### config.mk
export PLATFORM = sky130hd
export DESIGN_NAME = request_deadline_scanner_top_flat
export DESIGN_NICKNAME = d
export VERILOG_FILES = /design/src/hw/rtl/rds_pkg.sv /design/src/hw/rtl/rds_if.sv /design/src/hw/rtl/rds_ram.sv /design/src/hw/rtl/request_deadline_scanner_top.sv /design/src/flat_wrapper.sv
export SDC_FILE = /design/constraint.sdc
export NUM_CORES = 2
export LEC_CHECK = 0
export ABC_AREA = 1
export BUFFER_PORTS_ARGS = -buffer_cell sky130_fd_sc_hd__clkbuf_2
export CAP_MARGIN = 20
export CORE_ASPECT_RATIO = 1.5
export CORE_MARGIN = 4
export CORE_UTILIZATION = 30
export DETAILED_ROUTE_END_ITERATION = 6
export SLEW_MARGIN = 20
export SYNTH_ARGS = -nofsm -noshare
export SYNTH_HDL_FRONTEND = slang
export SYNTH_SLANG_ARGS = --single-unit
### constraint.sdc
create_clock -name clk_i -period 16.3 [get_ports clk_i]
set_input_delay 3.26 -clock clk_i [delete_from_list [all_inputs] [get_ports clk_i]]
set_output_delay 3.26 -clock clk_i [all_outputs]
set_load 0.01 [all_outputs]
### src/hw/rtl/rds_pkg.sv
// ---------------------------------------------------------------------------
// rds_pkg: shared types and constants of the request deadline scanner
// Field types, request, connection and result codes, and table geometry.
// ---------------------------------------------------------------------------
`default_nettype none

package rds_pkg;

  localparam int unsigned SlotCountDefault = 32;
  localparam int unsigned TickResetMs      = 100;
  localparam int unsigned NsPerMs          = 1000000;
  // remainder width for the wait division: tick_ms * NsPerMs stays below 2**36
  localparam int unsigned RemW             = 36;
  localparam int unsigned QuoW             = 16;
  // ns to ms: drop the 2**6 factor of NsPerMs, then multiply by 2**44 / 15625
  // rounded up; exact for every remainder below 2**36
  localparam int unsigned DivPreShift      = 6;
  localparam int unsigned RecipW           = 31;
  localparam int unsigned RecipShift       = 44;
  localparam logic [RecipW-1:0] RecipMul   = 31'd1125899907;
  // memory word: deadline, ping mark, parked mark
  localparam int unsigned EntryW           = 66;

  typedef logic [1:0]  req_type_t;
  typedef logic [4:0]  slot_t;
  typedef logic [63:0] ns_t;
  typedef logic [1:0]  conn_t;
  typedef logic [1:0]  kind_t;
  typedef logic [15:0] ms_t;

  localparam req_type_t ReqArm     = 2'd0;
  localparam req_type_t ReqRelease = 2'd1;
  localparam req_type_t ReqScan    = 2'd2;

  localparam conn_t ConnAlive  = 2'd0;
  localparam conn_t ConnRecon  = 2'd1;

  localparam kind_t KindAck     = 2'd0;
  localparam kind_t KindExpired = 2'd1;
  localparam kind_t KindSummary = 2'd2;

endpackage

`default_nettype wire

### src/hw/rtl/rds_if.sv
// ---------------------------------------------------------------------------
// rds_if: request and result channels of the deadline scanner
// Valid/ready channels; a word moves when valid and ready are both high.
// ---------------------------------------------------------------------------
`default_nettype none

interface rds_req_if;
  logic               valid;
  logic               ready;
  rds_pkg::req_type_t req_type;
  rds_pkg::slot_t     slot;
  rds_pkg::ns_t       deadline;
  logic               ping;
  logic               parked;
  rds_pkg::ns_t       now_ns;
  rds_pkg::conn_t     conn_state;

  modport source (output valid, req_type, slot, deadline, ping, parked, now_ns, conn_state,
                  input ready);
  modport sink   (input valid, req_type, slot, deadline, ping, parked, now_ns, conn_state,
                  output ready);
endinterface

interface rds_rsp_if;
  logic           valid;
  logic           ready;
  rds_pkg::kind_t kind;
  rds_pkg::slot_t expired_slot;
  logic           expired_parked;
  logic           expired_ping;
  rds_pkg::ms_t   wait_ms;
  logic           link_dead;
  logic           last;

  modport source (output valid, kind, expired_slot, expired_parked, expired_ping, wait_ms,
                  link_dead, last, input ready);
  modport sink   (input valid, kind, expired_slot, expired_parked, expired_ping, wait_ms,
                  link_dead, last, output ready);
endinterface

`default_nettype wire

### src/hw/rtl/rds_ram.sv
// ---------------------------------------------------------------------------
// rds_ram: generic single-port-write, registered-read memory
// One write and one read per cycle; read data holds while read enable is low.
// ---------------------------------------------------------------------------
`default_nettype none

module rds_ram #(
  parameter int unsigned Width = 8,
  parameter int unsigned Depth = 32
) (
  input  wire logic                                   clk_i,
  input  wire logic                                   we_i,
  input  wire logic [(Depth > 1 ? $clog2(Depth) : 1)-1:0] waddr_i,
  input  wire logic [Width-1:0]                       wdata_i,
  input  wire logic                                   re_i,
  input  wire logic [(Depth > 1 ? $clog2(Depth) : 1)-1:0] raddr_i,
  output logic      [Width-1:0]                       rdata_o
);

  logic [Width-1:0] mem_q [Depth];
  logic [Width-1:0] rdata_q;

  always_ff @(posedge clk_i) begin
    if (we_i) begin
      mem_q[waddr_i] <= wdata_i;
    end
    if (re_i) begin
      rdata_q <= mem_q[raddr_i];
    end
  end

  assign rdata_o = rdata_q;

endmodule

`default_nettype wire

### src/hw/rtl/request_deadline_scanner_top.sv
// ---------------------------------------------------------------------------
// request_deadline_scanner_top: request slot table with deadline scan
// Arms and releases request slots and scans them for passed deadlines.
// ---------------------------------------------------------------------------
// Usage
//   req_i carries one word per request: arm, release or scan. rsp_o returns
//   results; the final result of each request has last set. cfg_we_i with
//   cfg_wdata_i writes tick_ms; the user must write it only while the block
//   is idle, which the block itself does not enforce.
//   Arm/release: one acknowledge, loaded into the output register in the
//   accept cycle, so it is visible in the cycle after.
//   Scan: the slot table memory is read one slot per cycle through its single
//   read port while the walk is not stalled; after the walk, S_PREP and S_LIM
//   set up the wait, S_DIV turns the remaining ns into ms by the reciprocal
//   multiply if the wait is below tick_ms and S_SUM loads the summary.
//   A scan whose conn_state is neither alive nor reconnecting skips the walk.
//   One request is in work at a time; req_i.ready is low until its last
//   result is in the output register and the register can take a new word.
//   A stalled receiver holds the output register; the walk pauses on the
//   next expired slot until the register frees up.
//   Reset empties the slot table (valid marks only) and sets tick_ms to 100.
// ---------------------------------------------------------------------------
`default_nettype none

module request_deadline_scanner_top #(
  parameter int unsigned SLOT_COUNT = rds_pkg::SlotCountDefault
) (
  input  wire logic               clk_i,
  input  wire logic               rst_ni,
  input  wire logic               cfg_we_i,
  input  wire rds_pkg::ms_t       cfg_wdata_i,
  rds_req_if.sink                 req_i,
  rds_rsp_if.source               rsp_o
);

  import rds_pkg::*;

  localparam int unsigned IW = (SLOT_COUNT > 1) ? $clog2(SLOT_COUNT) : 1;
  localparam int unsigned CW = $clog2(SLOT_COUNT + 1);
  localparam int unsigned ProdW = RemW - DivPreShift + RecipW;
  localparam logic [RemW-1:0] DivBase = RemW'(NsPerMs);

  typedef enum logic [2:0] {
    S_IDLE,
    S_SCAN,
    S_PREP,
    S_LIM,
    S_DIV,
    S_SUM
  } state_e;

  state_e            st_q;
  ms_t               tick_q;
  logic [SLOT_COUNT-1:0] valid_q;
  logic [CW-1:0]     rd_cnt_q;
  logic              ev_vld_q;
  logic [IW-1:0]     ev_idx_q;
  logic              want_q;
  ns_t               now_q;
  ns_t               next_q;
  logic              dead_q;
  ns_t               dt_q;
  logic [RemW-1:0]   lim_q;
  logic [RemW-1:0]   rem_q;
  ms_t               wait_q;

  logic              out_vld_q;
  kind_t             out_kind_q;
  slot_t             out_slot_q;
  logic              out_park_q;
  logic              out_ping_q;
  ms_t               out_wait_q;
  logic              out_dead_q;
  logic              out_last_q;

  logic              can_load;
  logic              out_load;
  logic              req_fire;
  logic              arm_in_range;
  logic [IW-1:0]     arm_idx;
  logic              ram_we;
  logic              ram_re;
  logic [EntryW-1:0] ram_rdata;
  ns_t               ev_dl;
  logic              ev_ping;
  logic              ev_park;
  logic              ev_hit;
  logic              ev_exp;
  logic              stall;
  logic [ProdW-1:0]  recip_prod;
  logic [QuoW-1:0]   q_nxt;

  assign can_load     = !out_vld_q || rsp_o.ready;
  assign req_i.ready  = (st_q == S_IDLE) && can_load;
  assign req_fire     = req_i.valid && req_i.ready;
  assign arm_in_range = 32'(req_i.slot) < SLOT_COUNT;
  assign arm_idx      = IW'(req_i.slot);
  assign ram_we       = req_fire && (req_i.req_type == ReqArm) && arm_in_range;

  // entry under evaluation, read the cycle before or held while the walk stalls
  assign ev_dl   = ram_rdata[EntryW-1:2];
  assign ev_ping = ram_rdata[1];
  assign ev_park = ram_rdata[0];
  assign ev_hit  = (st_q == S_SCAN) && ev_vld_q && valid_q[ev_idx_q] &&
                   (ev_park == want_q) && (ev_dl != '0);
  assign ev_exp  = ev_hit && (now_q >= ev_dl);
  assign stall   = ev_exp && !can_load;
  assign ram_re  = (st_q == S_SCAN) && !stall && (rd_cnt_q < CW'(SLOT_COUNT));

  // a word enters the output register this cycle
  assign out_load = (req_fire && (req_i.req_type != ReqScan)) ||
                    (ev_exp && !stall) ||
                    ((st_q == S_SUM) && can_load);

  // remaining ns to whole ms by reciprocal multiply
  assign recip_prod = ProdW'(rem_q[RemW-1:DivPreShift]) * ProdW'(RecipMul);
  assign q_nxt      = recip_prod[RecipShift +: QuoW];

  rds_ram #(
    .Width (EntryW),
    .Depth (SLOT_COUNT)
  ) u_slot_ram (
    .clk_i   (clk_i),
    .we_i    (ram_we),
    .waddr_i (arm_idx),
    .wdata_i ({req_i.deadline, req_i.ping, req_i.parked}),
    .re_i    (ram_re),
    .raddr_i (rd_cnt_q[IW-1:0]),
    .rdata_o (ram_rdata)
  );

  always_ff @(posedge clk_i or negedge rst_ni) begin
    if (!rst_ni) begin
      st_q      <= S_IDLE;
      tick_q    <= ms_t'(TickResetMs);
      valid_q   <= '0;
      rd_cnt_q  <= '0;
      ev_vld_q  <= 1'b0;
      out_vld_q <= 1'b0;
    end else begin
      if (cfg_we_i) begin
        tick_q <= cfg_wdata_i;
      end
      if (out_load) begin
        out_vld_q <= 1'b1;
      end else if (rsp_o.ready) begin
        out_vld_q <= 1'b0;
      end
      case (st_q)
        S_IDLE: begin
          if (req_fire) begin
            now_q  <= req_i.now_ns;
            next_q <= '0;
            dead_q <= 1'b0;
            if (req_i.req_type == ReqScan) begin
              want_q   <= (req_i.conn_state == ConnRecon);
              rd_cnt_q <= '0;
              ev_vld_q <= 1'b0;
              if (req_i.conn_state == ConnAlive || req_i.conn_state == ConnRecon) begin
                st_q <= S_SCAN;
              end else begin
                st_q <= S_PREP;
              end
            end else begin
              if (arm_in_range) begin
                if (req_i.req_type == ReqArm) begin
                  valid_q[arm_idx] <= 1'b1;
                end else if (req_i.req_type == ReqRelease) begin
                  valid_q[arm_idx] <= 1'b0;
                end
              end
              out_kind_q <= KindAck;
              out_slot_q <= '0;
              out_park_q <= 1'b0;
              out_ping_q <= 1'b0;
              out_wait_q <= '0;
              out_dead_q <= 1'b0;
              out_last_q <= 1'b1;
            end
          end
        end
        S_SCAN: begin
          if (!stall) begin
            if (ram_re) begin
              ev_vld_q <= 1'b1;
              ev_idx_q <= rd_cnt_q[IW-1:0];
              rd_cnt_q <= rd_cnt_q + CW'(1);
            end else begin
              ev_vld_q <= 1'b0;
              st_q     <= S_PREP;
            end
            if (ev_exp) begin
              valid_q[ev_idx_q] <= 1'b0;
              if (!want_q && ev_ping) begin
                dead_q <= 1'b1;
              end
              out_kind_q <= KindExpired;
              out_slot_q <= slot_t'(ev_idx_q);
              out_park_q <= ev_park;
              out_ping_q <= ev_ping;
              out_wait_q <= '0;
              out_dead_q <= 1'b0;
              out_last_q <= 1'b0;
            end else if (ev_hit && (next_q == '0 || ev_dl < next_q)) begin
              next_q <= ev_dl;
            end
          end
        end
        S_PREP: begin
          dt_q  <= (next_q > now_q) ? next_q - now_q : '0;
          lim_q <= RemW'(tick_q) * DivBase;
          st_q  <= S_LIM;
        end
        S_LIM: begin
          if (next_q == '0) begin
            wait_q <= tick_q;
            st_q   <= S_SUM;
          end else if (dt_q >= ns_t'(lim_q)) begin
            // quotient at or beyond the tick saturates, never below one
            wait_q <= (tick_q == '0) ? ms_t'(1) : tick_q;
            st_q   <= S_SUM;
          end else begin
            rem_q <= dt_q[RemW-1:0];
            st_q  <= S_DIV;
          end
        end
        S_DIV: begin
          wait_q <= q_nxt + ms_t'(1);
          st_q   <= S_SUM;
        end
        S_SUM: begin
          if (can_load) begin
            out_kind_q <= KindSummary;
            out_slot_q <= '0;
            out_park_q <= 1'b0;
            out_ping_q <= 1'b0;
            out_wait_q <= wait_q;
            out_dead_q <= dead_q;
            out_last_q <= 1'b1;
            st_q       <= S_IDLE;
          end
        end
        default: begin
          st_q <= S_IDLE;
        end
      endcase
    end
  end

  assign rsp_o.valid          = out_vld_q;
  assign rsp_o.kind           = out_kind_q;
  assign rsp_o.expired_slot   = out_slot_q;
  assign rsp_o.expired_parked = out_park_q;
  assign rsp_o.expired_ping   = out_ping_q;
  assign rsp_o.wait_ms        = out_wait_q;
  assign rsp_o.link_dead      = out_dead_q;
  assign rsp_o.last           = out_last_q;

  // an expired slot loses its valid mark once its report is loaded
  a_exp_was_valid: assert property (@(posedge clk_i) disable iff (!rst_ni)
    ev_exp && !stall |=> !valid_q[$past(ev_idx_q)])
    else $error("expired slot still marked valid");

  // the entry under evaluation never lies past the table
  a_ev_in_range: assert property (@(posedge clk_i) disable iff (!rst_ni)
    ev_vld_q |-> (32'(ev_idx_q) < SLOT_COUNT))
    else $error("evaluated slot out of range");

  // the quotient stays below the tick that bounded the divide
  a_quo_bound: assert property (@(posedge clk_i) disable iff (!rst_ni)
    st_q == S_DIV |-> (q_nxt < tick_q))
    else $error("wait quotient reached the tick");

  // a stall in the walk only happens while the output register is held
  a_stall_held: assert property (@(posedge clk_i) disable iff (!rst_ni)
    stall |-> (out_vld_q && !rsp_o.ready))
    else $error("walk stalled with a free output register");

  // the summary closes every scan
  a_sum_last: assert property (@(posedge clk_i) disable iff (!rst_ni)
    out_vld_q && (out_kind_q == KindSummary) |-> out_last_q)
    else $error("summary without last");

endmodule

`default_nettype wire
### src/flat_wrapper.sv
// flat-port wrapper written by rule: the top's interface ports become plain ports
module request_deadline_scanner_top_flat import rds_pkg::*;
#(
  parameter int unsigned SLOT_COUNT = rds_pkg::SlotCountDefault
)
  (clk_i, rst_ni, cfg_we_i, cfg_wdata_i, req_i_valid, req_i_req_type, req_i_slot, req_i_deadline, req_i_ping, req_i_parked, req_i_now_ns, req_i_conn_state, req_i_ready, rsp_o_valid, rsp_o_kind, rsp_o_expired_slot, rsp_o_expired_parked, rsp_o_expired_ping, rsp_o_wait_ms, rsp_o_link_dead, rsp_o_last, rsp_o_ready);
  rds_req_if req_i_i ();
  rds_rsp_if rsp_o_i ();
  input  wire logic clk_i;
  input  wire logic rst_ni;
  input  wire logic cfg_we_i;
  input  wire rds_pkg::ms_t cfg_wdata_i;
  input wire logic [$bits(req_i_i.valid)-1:0] req_i_valid;
  input wire logic [$bits(req_i_i.req_type)-1:0] req_i_req_type;
  input wire logic [$bits(req_i_i.slot)-1:0] req_i_slot;
  input wire logic [$bits(req_i_i.deadline)-1:0] req_i_deadline;
  input wire logic [$bits(req_i_i.ping)-1:0] req_i_ping;
  input wire logic [$bits(req_i_i.parked)-1:0] req_i_parked;
  input wire logic [$bits(req_i_i.now_ns)-1:0] req_i_now_ns;
  input wire logic [$bits(req_i_i.conn_state)-1:0] req_i_conn_state;
  output wire logic [$bits(req_i_i.ready)-1:0] req_i_ready;
  output wire logic [$bits(rsp_o_i.valid)-1:0] rsp_o_valid;
  output wire logic [$bits(rsp_o_i.kind)-1:0] rsp_o_kind;
  output wire logic [$bits(rsp_o_i.expired_slot)-1:0] rsp_o_expired_slot;
  output wire logic [$bits(rsp_o_i.expired_parked)-1:0] rsp_o_expired_parked;
  output wire logic [$bits(rsp_o_i.expired_ping)-1:0] rsp_o_expired_ping;
  output wire logic [$bits(rsp_o_i.wait_ms)-1:0] rsp_o_wait_ms;
  output wire logic [$bits(rsp_o_i.link_dead)-1:0] rsp_o_link_dead;
  output wire logic [$bits(rsp_o_i.last)-1:0] rsp_o_last;
  input wire logic [$bits(rsp_o_i.ready)-1:0] rsp_o_ready;
  assign req_i_i.valid = req_i_valid;
  assign req_i_i.req_type = req_i_req_type;
  assign req_i_i.slot = req_i_slot;
  assign req_i_i.deadline = req_i_deadline;
  assign req_i_i.ping = req_i_ping;
  assign req_i_i.parked = req_i_parked;
  assign req_i_i.now_ns = req_i_now_ns;
  assign req_i_i.conn_state = req_i_conn_state;
  assign req_i_ready = req_i_i.ready;
  assign rsp_o_valid = rsp_o_i.valid;
  assign rsp_o_kind = rsp_o_i.kind;
  assign rsp_o_expired_slot = rsp_o_i.expired_slot;
  assign rsp_o_expired_parked = rsp_o_i.expired_parked;
  assign rsp_o_expired_ping = rsp_o_i.expired_ping;
  assign rsp_o_wait_ms = rsp_o_i.wait_ms;
  assign rsp_o_link_dead = rsp_o_i.link_dead;
  assign rsp_o_last = rsp_o_i.last;
  assign rsp_o_i.ready = rsp_o_ready;
  request_deadline_scanner_top #(.SLOT_COUNT(SLOT_COUNT)) u_core (.clk_i(clk_i), .rst_ni(rst_ni), .cfg_we_i(cfg_we_i), .cfg_wdata_i(cfg_wdata_i), .req_i(req_i_i), .rsp_o(rsp_o_i));
endmodule
==> metrics.log <==
[metrics] row count: 292
[metrics] final routed wirelength across all metal layers: 415000 µm
[metrics] CTS Hold Buffers Added: 0
[metrics] largest fanout of any net on the critical path: 7
[metrics] worst reg-to-reg path cell count: 33
[metrics] insertion delay of the later-clocked pin in the worst-skew pair: 940 ps
[metrics] count of final hold-check violations: 0
[metrics] CP endpoint kind: register
[metrics] maximum number of pins on one net before global-route repair: 180
[metrics] boundary pin count: 189
[metrics] worst hold path type: reg -> reg
[metrics] die height: 804 µm
[metrics] fmax: 127 MHz
[metrics] Placed Cells: 16800
[metrics] average size of a mapped cell: 11.1 µm²
[metrics] vias in the first global route: 86100
[metrics] # nets final: 12700
[metrics] commonest register cell after synthesis: edfxtp_1
[metrics] Post-CTS Setup Bufs: 0
[metrics] post-synth design cell area: 127000 µm²
[metrics] Min Clock Period, post-route: 7850 ps
[metrics] Netlist cell types: 59
[metrics] overall die width: 539 µm
[metrics] share of synthesized area occupied by flip-flops and latches: 0.599
[metrics] fraction of synthesis flops using an asynchronous set or reset pin: 0.0232
[metrics] drt initial violations: 8145
[metrics] critical path's slowest cell: fa_1
[metrics] vias per cell: 5.09
[metrics] clock tree from TritonCTS: built
[metrics] data required time at the worst endpoint: 16910 ps
[metrics] area of the core: 421000 µm²
[metrics] post_cts resized: 0
[metrics] number of antenna violations at the first check in global routing: 73
[metrics] Die Area: 433000 µm²
[metrics] area of the multi-input gates: 44300 µm²
[metrics] leakage: 53.7 nW
[metrics] routed wirelength normalized by instance count: 24.0 µm
[metrics] setup repair after global routing missed its margin: no
[metrics] number of DRC violations after detailed routing: 0
[metrics] worst voltage drop across the vdd grid: 0.116 mV
[metrics] area growth from synthesis to layout: 12.2%
[metrics] accumulated negative setup slack: 0 ps
[metrics] starting density of the core: 0.301
[metrics] # H-tree levels: 4
[metrics] Mapped Nets: 12600
[metrics] count of nets left with antenna violations after detail routing: 0
[metrics] crit start category: register
[metrics] number of warnings printed during yosys synthesis: 0
[metrics] area taken by flip-flops and latches: 76000 µm²
[metrics] number of filler instances in the final layout: 41700
[metrics] number of search-and-repair iterations in the first detailed-routing pass: 6
[metrics] headroom to the max-slew limit: 0.226
[metrics] total via count after detailed routing: 87800
[metrics] clock buffer depth: 4
[metrics] number of register bits inferred by synthesis: 2539
[metrics] GRT Resource Usage Total: 0.185
[metrics] type of the worst setup path: reg -> reg
[metrics] Routability Congestion: 0.973
[metrics] P per Cell Area: 137 nW/µm²
[metrics] number of flops mapped to enable cells by yosys: 2480
[metrics] Final period util: 0.482
[metrics] hold-critical path depth: 0
[metrics] count of input and output buffers: 188
[metrics] total power of the final layout: 0.0196 W
[metrics] commonest cells after routing, fill and taps aside: 2480 x edfxtp_1, 1726 x nor2_1, 1405 x o21ai_0, 1295 x inv_1, 1232 x nand2_1
[metrics] Num Clock Sinks: 2539
[metrics] clock buffer count from CTS: 242
[metrics] most frequent standard cell in the layout excluding fill and tap cells: edfxtp_1
[metrics] Worst Path Arrival: 8460 ps
[metrics] number of violations of the max-capacitance limit: 0
[metrics] largest incremental delay on the critical path: 580 ps
[metrics] transition time at the pin with the least slew margin: 1160 ps
[metrics] first-pass GRT wire length: 592000 µm
[metrics] clock slew at the register clock pins of the worst setup and hold paths: 70 ps
[metrics] half-perimeter wire length after detailed placement: 269000 µm
[metrics] remaining global-route overflow: 0
[metrics] instance count of the mapped netlist: 11400
[metrics] final setup violation count: 0
[metrics] fraction of final layout cells with drive strength greater than 1: 0.0670
[metrics] worst hold margin: 490 ps
[metrics] max-slew violation count: 0
[metrics] non-filler instance count after layout: 17300
[metrics] status: finished clean
[metrics] root cell of the clock tree: clkbuf_16
[metrics] Critical Path Most Common Cell: inv_1
[metrics] worst setup skew after layout: 101 ps
logic make-up (layout without fill, tap and decap cells):
family          count (synthesis)  after routing  share of synthesized area
xor+xnor                       76             76                    0.00525
flops                        2539           2539                      0.599
other cells                     0             18                          0
buf+inv                      1812           2081                     0.0543
fa+ha+maj                    1029           1029                      0.123
compound gates               2496           2496                      0.110
simple gates                 3437           3437                      0.108
area by class of cell:
cell class | count | share of cell area
sequential | 2539 | 0.534
tap | 5586 | 0.0491
antenna | 18 | 0.000316
clock buffer | 282 | 0.0438
timing repair buffer | 327 | 0.0148
inverter | 1317 | 0.0350
multi-input combinational | 7038 | 0.311
clock inverter | 155 | 0.0120
cell usage after synthesis (14+ instances only):
| master | count | area [µm²] |
|---|---|---|
| xnor2_1 | 21 | 184 |
| nand3_1 | 204 | 1020 |
| inv_2 | 16 | 60.1 |
| nor3_1 | 48 | 240 |
| o21a_1 | 15 | 113 |
| o21bai_1 | 18 | 135 |
| or2_2 | 14 | 87.6 |
| nor4_1 | 37 | 231 |
| a21oi_1 | 268 | 1340 |
| xor2_1 | 55 | 482 |
| inv_1 | 1298 | 4870 |
| nor3b_1 | 15 | 113 |
| o221ai_1 | 77 | 674 |
| o211ai_1 | 23 | 173 |
| o21ai_0 | 1405 | 7030 |
| a21o_1 | 18 | 135 |
| fa_1 | 366 | 7330 |
| clkbuf_1 | 420 | 1580 |
| nand2_1 | 1233 | 4630 |
| buf_1 | 42 | 158 |
| dfrtp_1 | 56 | 1400 |
| buf_2 | 27 | 135 |
| nand4_1 | 88 | 551 |
| o22ai_1 | 547 | 3420 |
| ha_1 | 663 | 8300 |
| edfxtp_1 | 2480 | 74500 |
| nor2_1 | 1761 | 6610 |
| a31oi_1 | 48 | 300 |
routing by layer:
layer | up-vias | wire (µm) | GRT usage
li1 | 40000 | - | -
met1 | 43700 | 149000 | 0.206
met2 | 3098 | 214000 | 0.337
met3 | 974 | 24200 | 0.0247
met4 | 46 | 27800 | 0.108
met5 | - | 308 | 0
sequential cells by signal, summed over array words and instances, names as in the netlist, 30 cells and up, named ones only:
register                   cells
u_core.dt_q                   64
u_core.lim_q                  30
u_core.next_q                 64
u_core.now_q                  64
u_core.rem_q                  30
u_core.u_slot_ram.mem_q     2112
u_core.u_slot_ram.rdata_o     66
power by group:
part | internal (W) | leakage, nW | total [W] | switching, W
registers | 0.00764 | 23.2 | 0.00792 | 0.000277
clock network | 0.00325 | 3.86 | 0.00574 | 0.00249
logic | 0.00183 | 26.7 | 0.00591 | 0.00408
total | 0.0127 | 53.7 | 0.0196 | 0.00684
worst paths after layout:
kind	endpoint	startpoint	slack, ps
setup reg to reg	u_core.wait_q[10]$_DFFE_PP_	u_core.rem_q[18]$_DFFE_PP_	8450
min in group asynchronous	async pin	rst_ni	2450
max in group asynchronous	u_core.tick_q[6]$_DFFE_PN1P_	rst_ni	12950
setup / recovery	u_core.wait_q[10]$_DFFE_PP_	u_core.rem_q[18]$_DFFE_PP_	8450
hold reg to reg	u_core.rem_q[6]$_DFFE_PP_	u_core.dt_q[6]$_SDFFCE_PP0P_	490
hold / removal	u_core.rem_q[6]$_DFFE_PP_	u_core.dt_q[6]$_SDFFCE_PP0P_	490
stage by stage:
stage | worst slack (ps) | area (µm²) | utilization
final | 8450 | 142000 | 0.338
after global placement | 8400 | 134000 | 0.319
after detailed placement | 8450 | 134000 | 0.319
after global routing | 8010 | 142000 | 0.338
after floorplan | 8490 | 127000 | -
after CTS | 8420 | 142000 | 0.338
critical path: cells and delay by family (launching register included):
kind                       cells  cell delay, ps
adders and majority gates     10            4730
buffers and inverters          8             610
DFF                            1             550
and+or+nand+nor               15            1650
No activity file was read; power rests on OpenSTA's default activity.
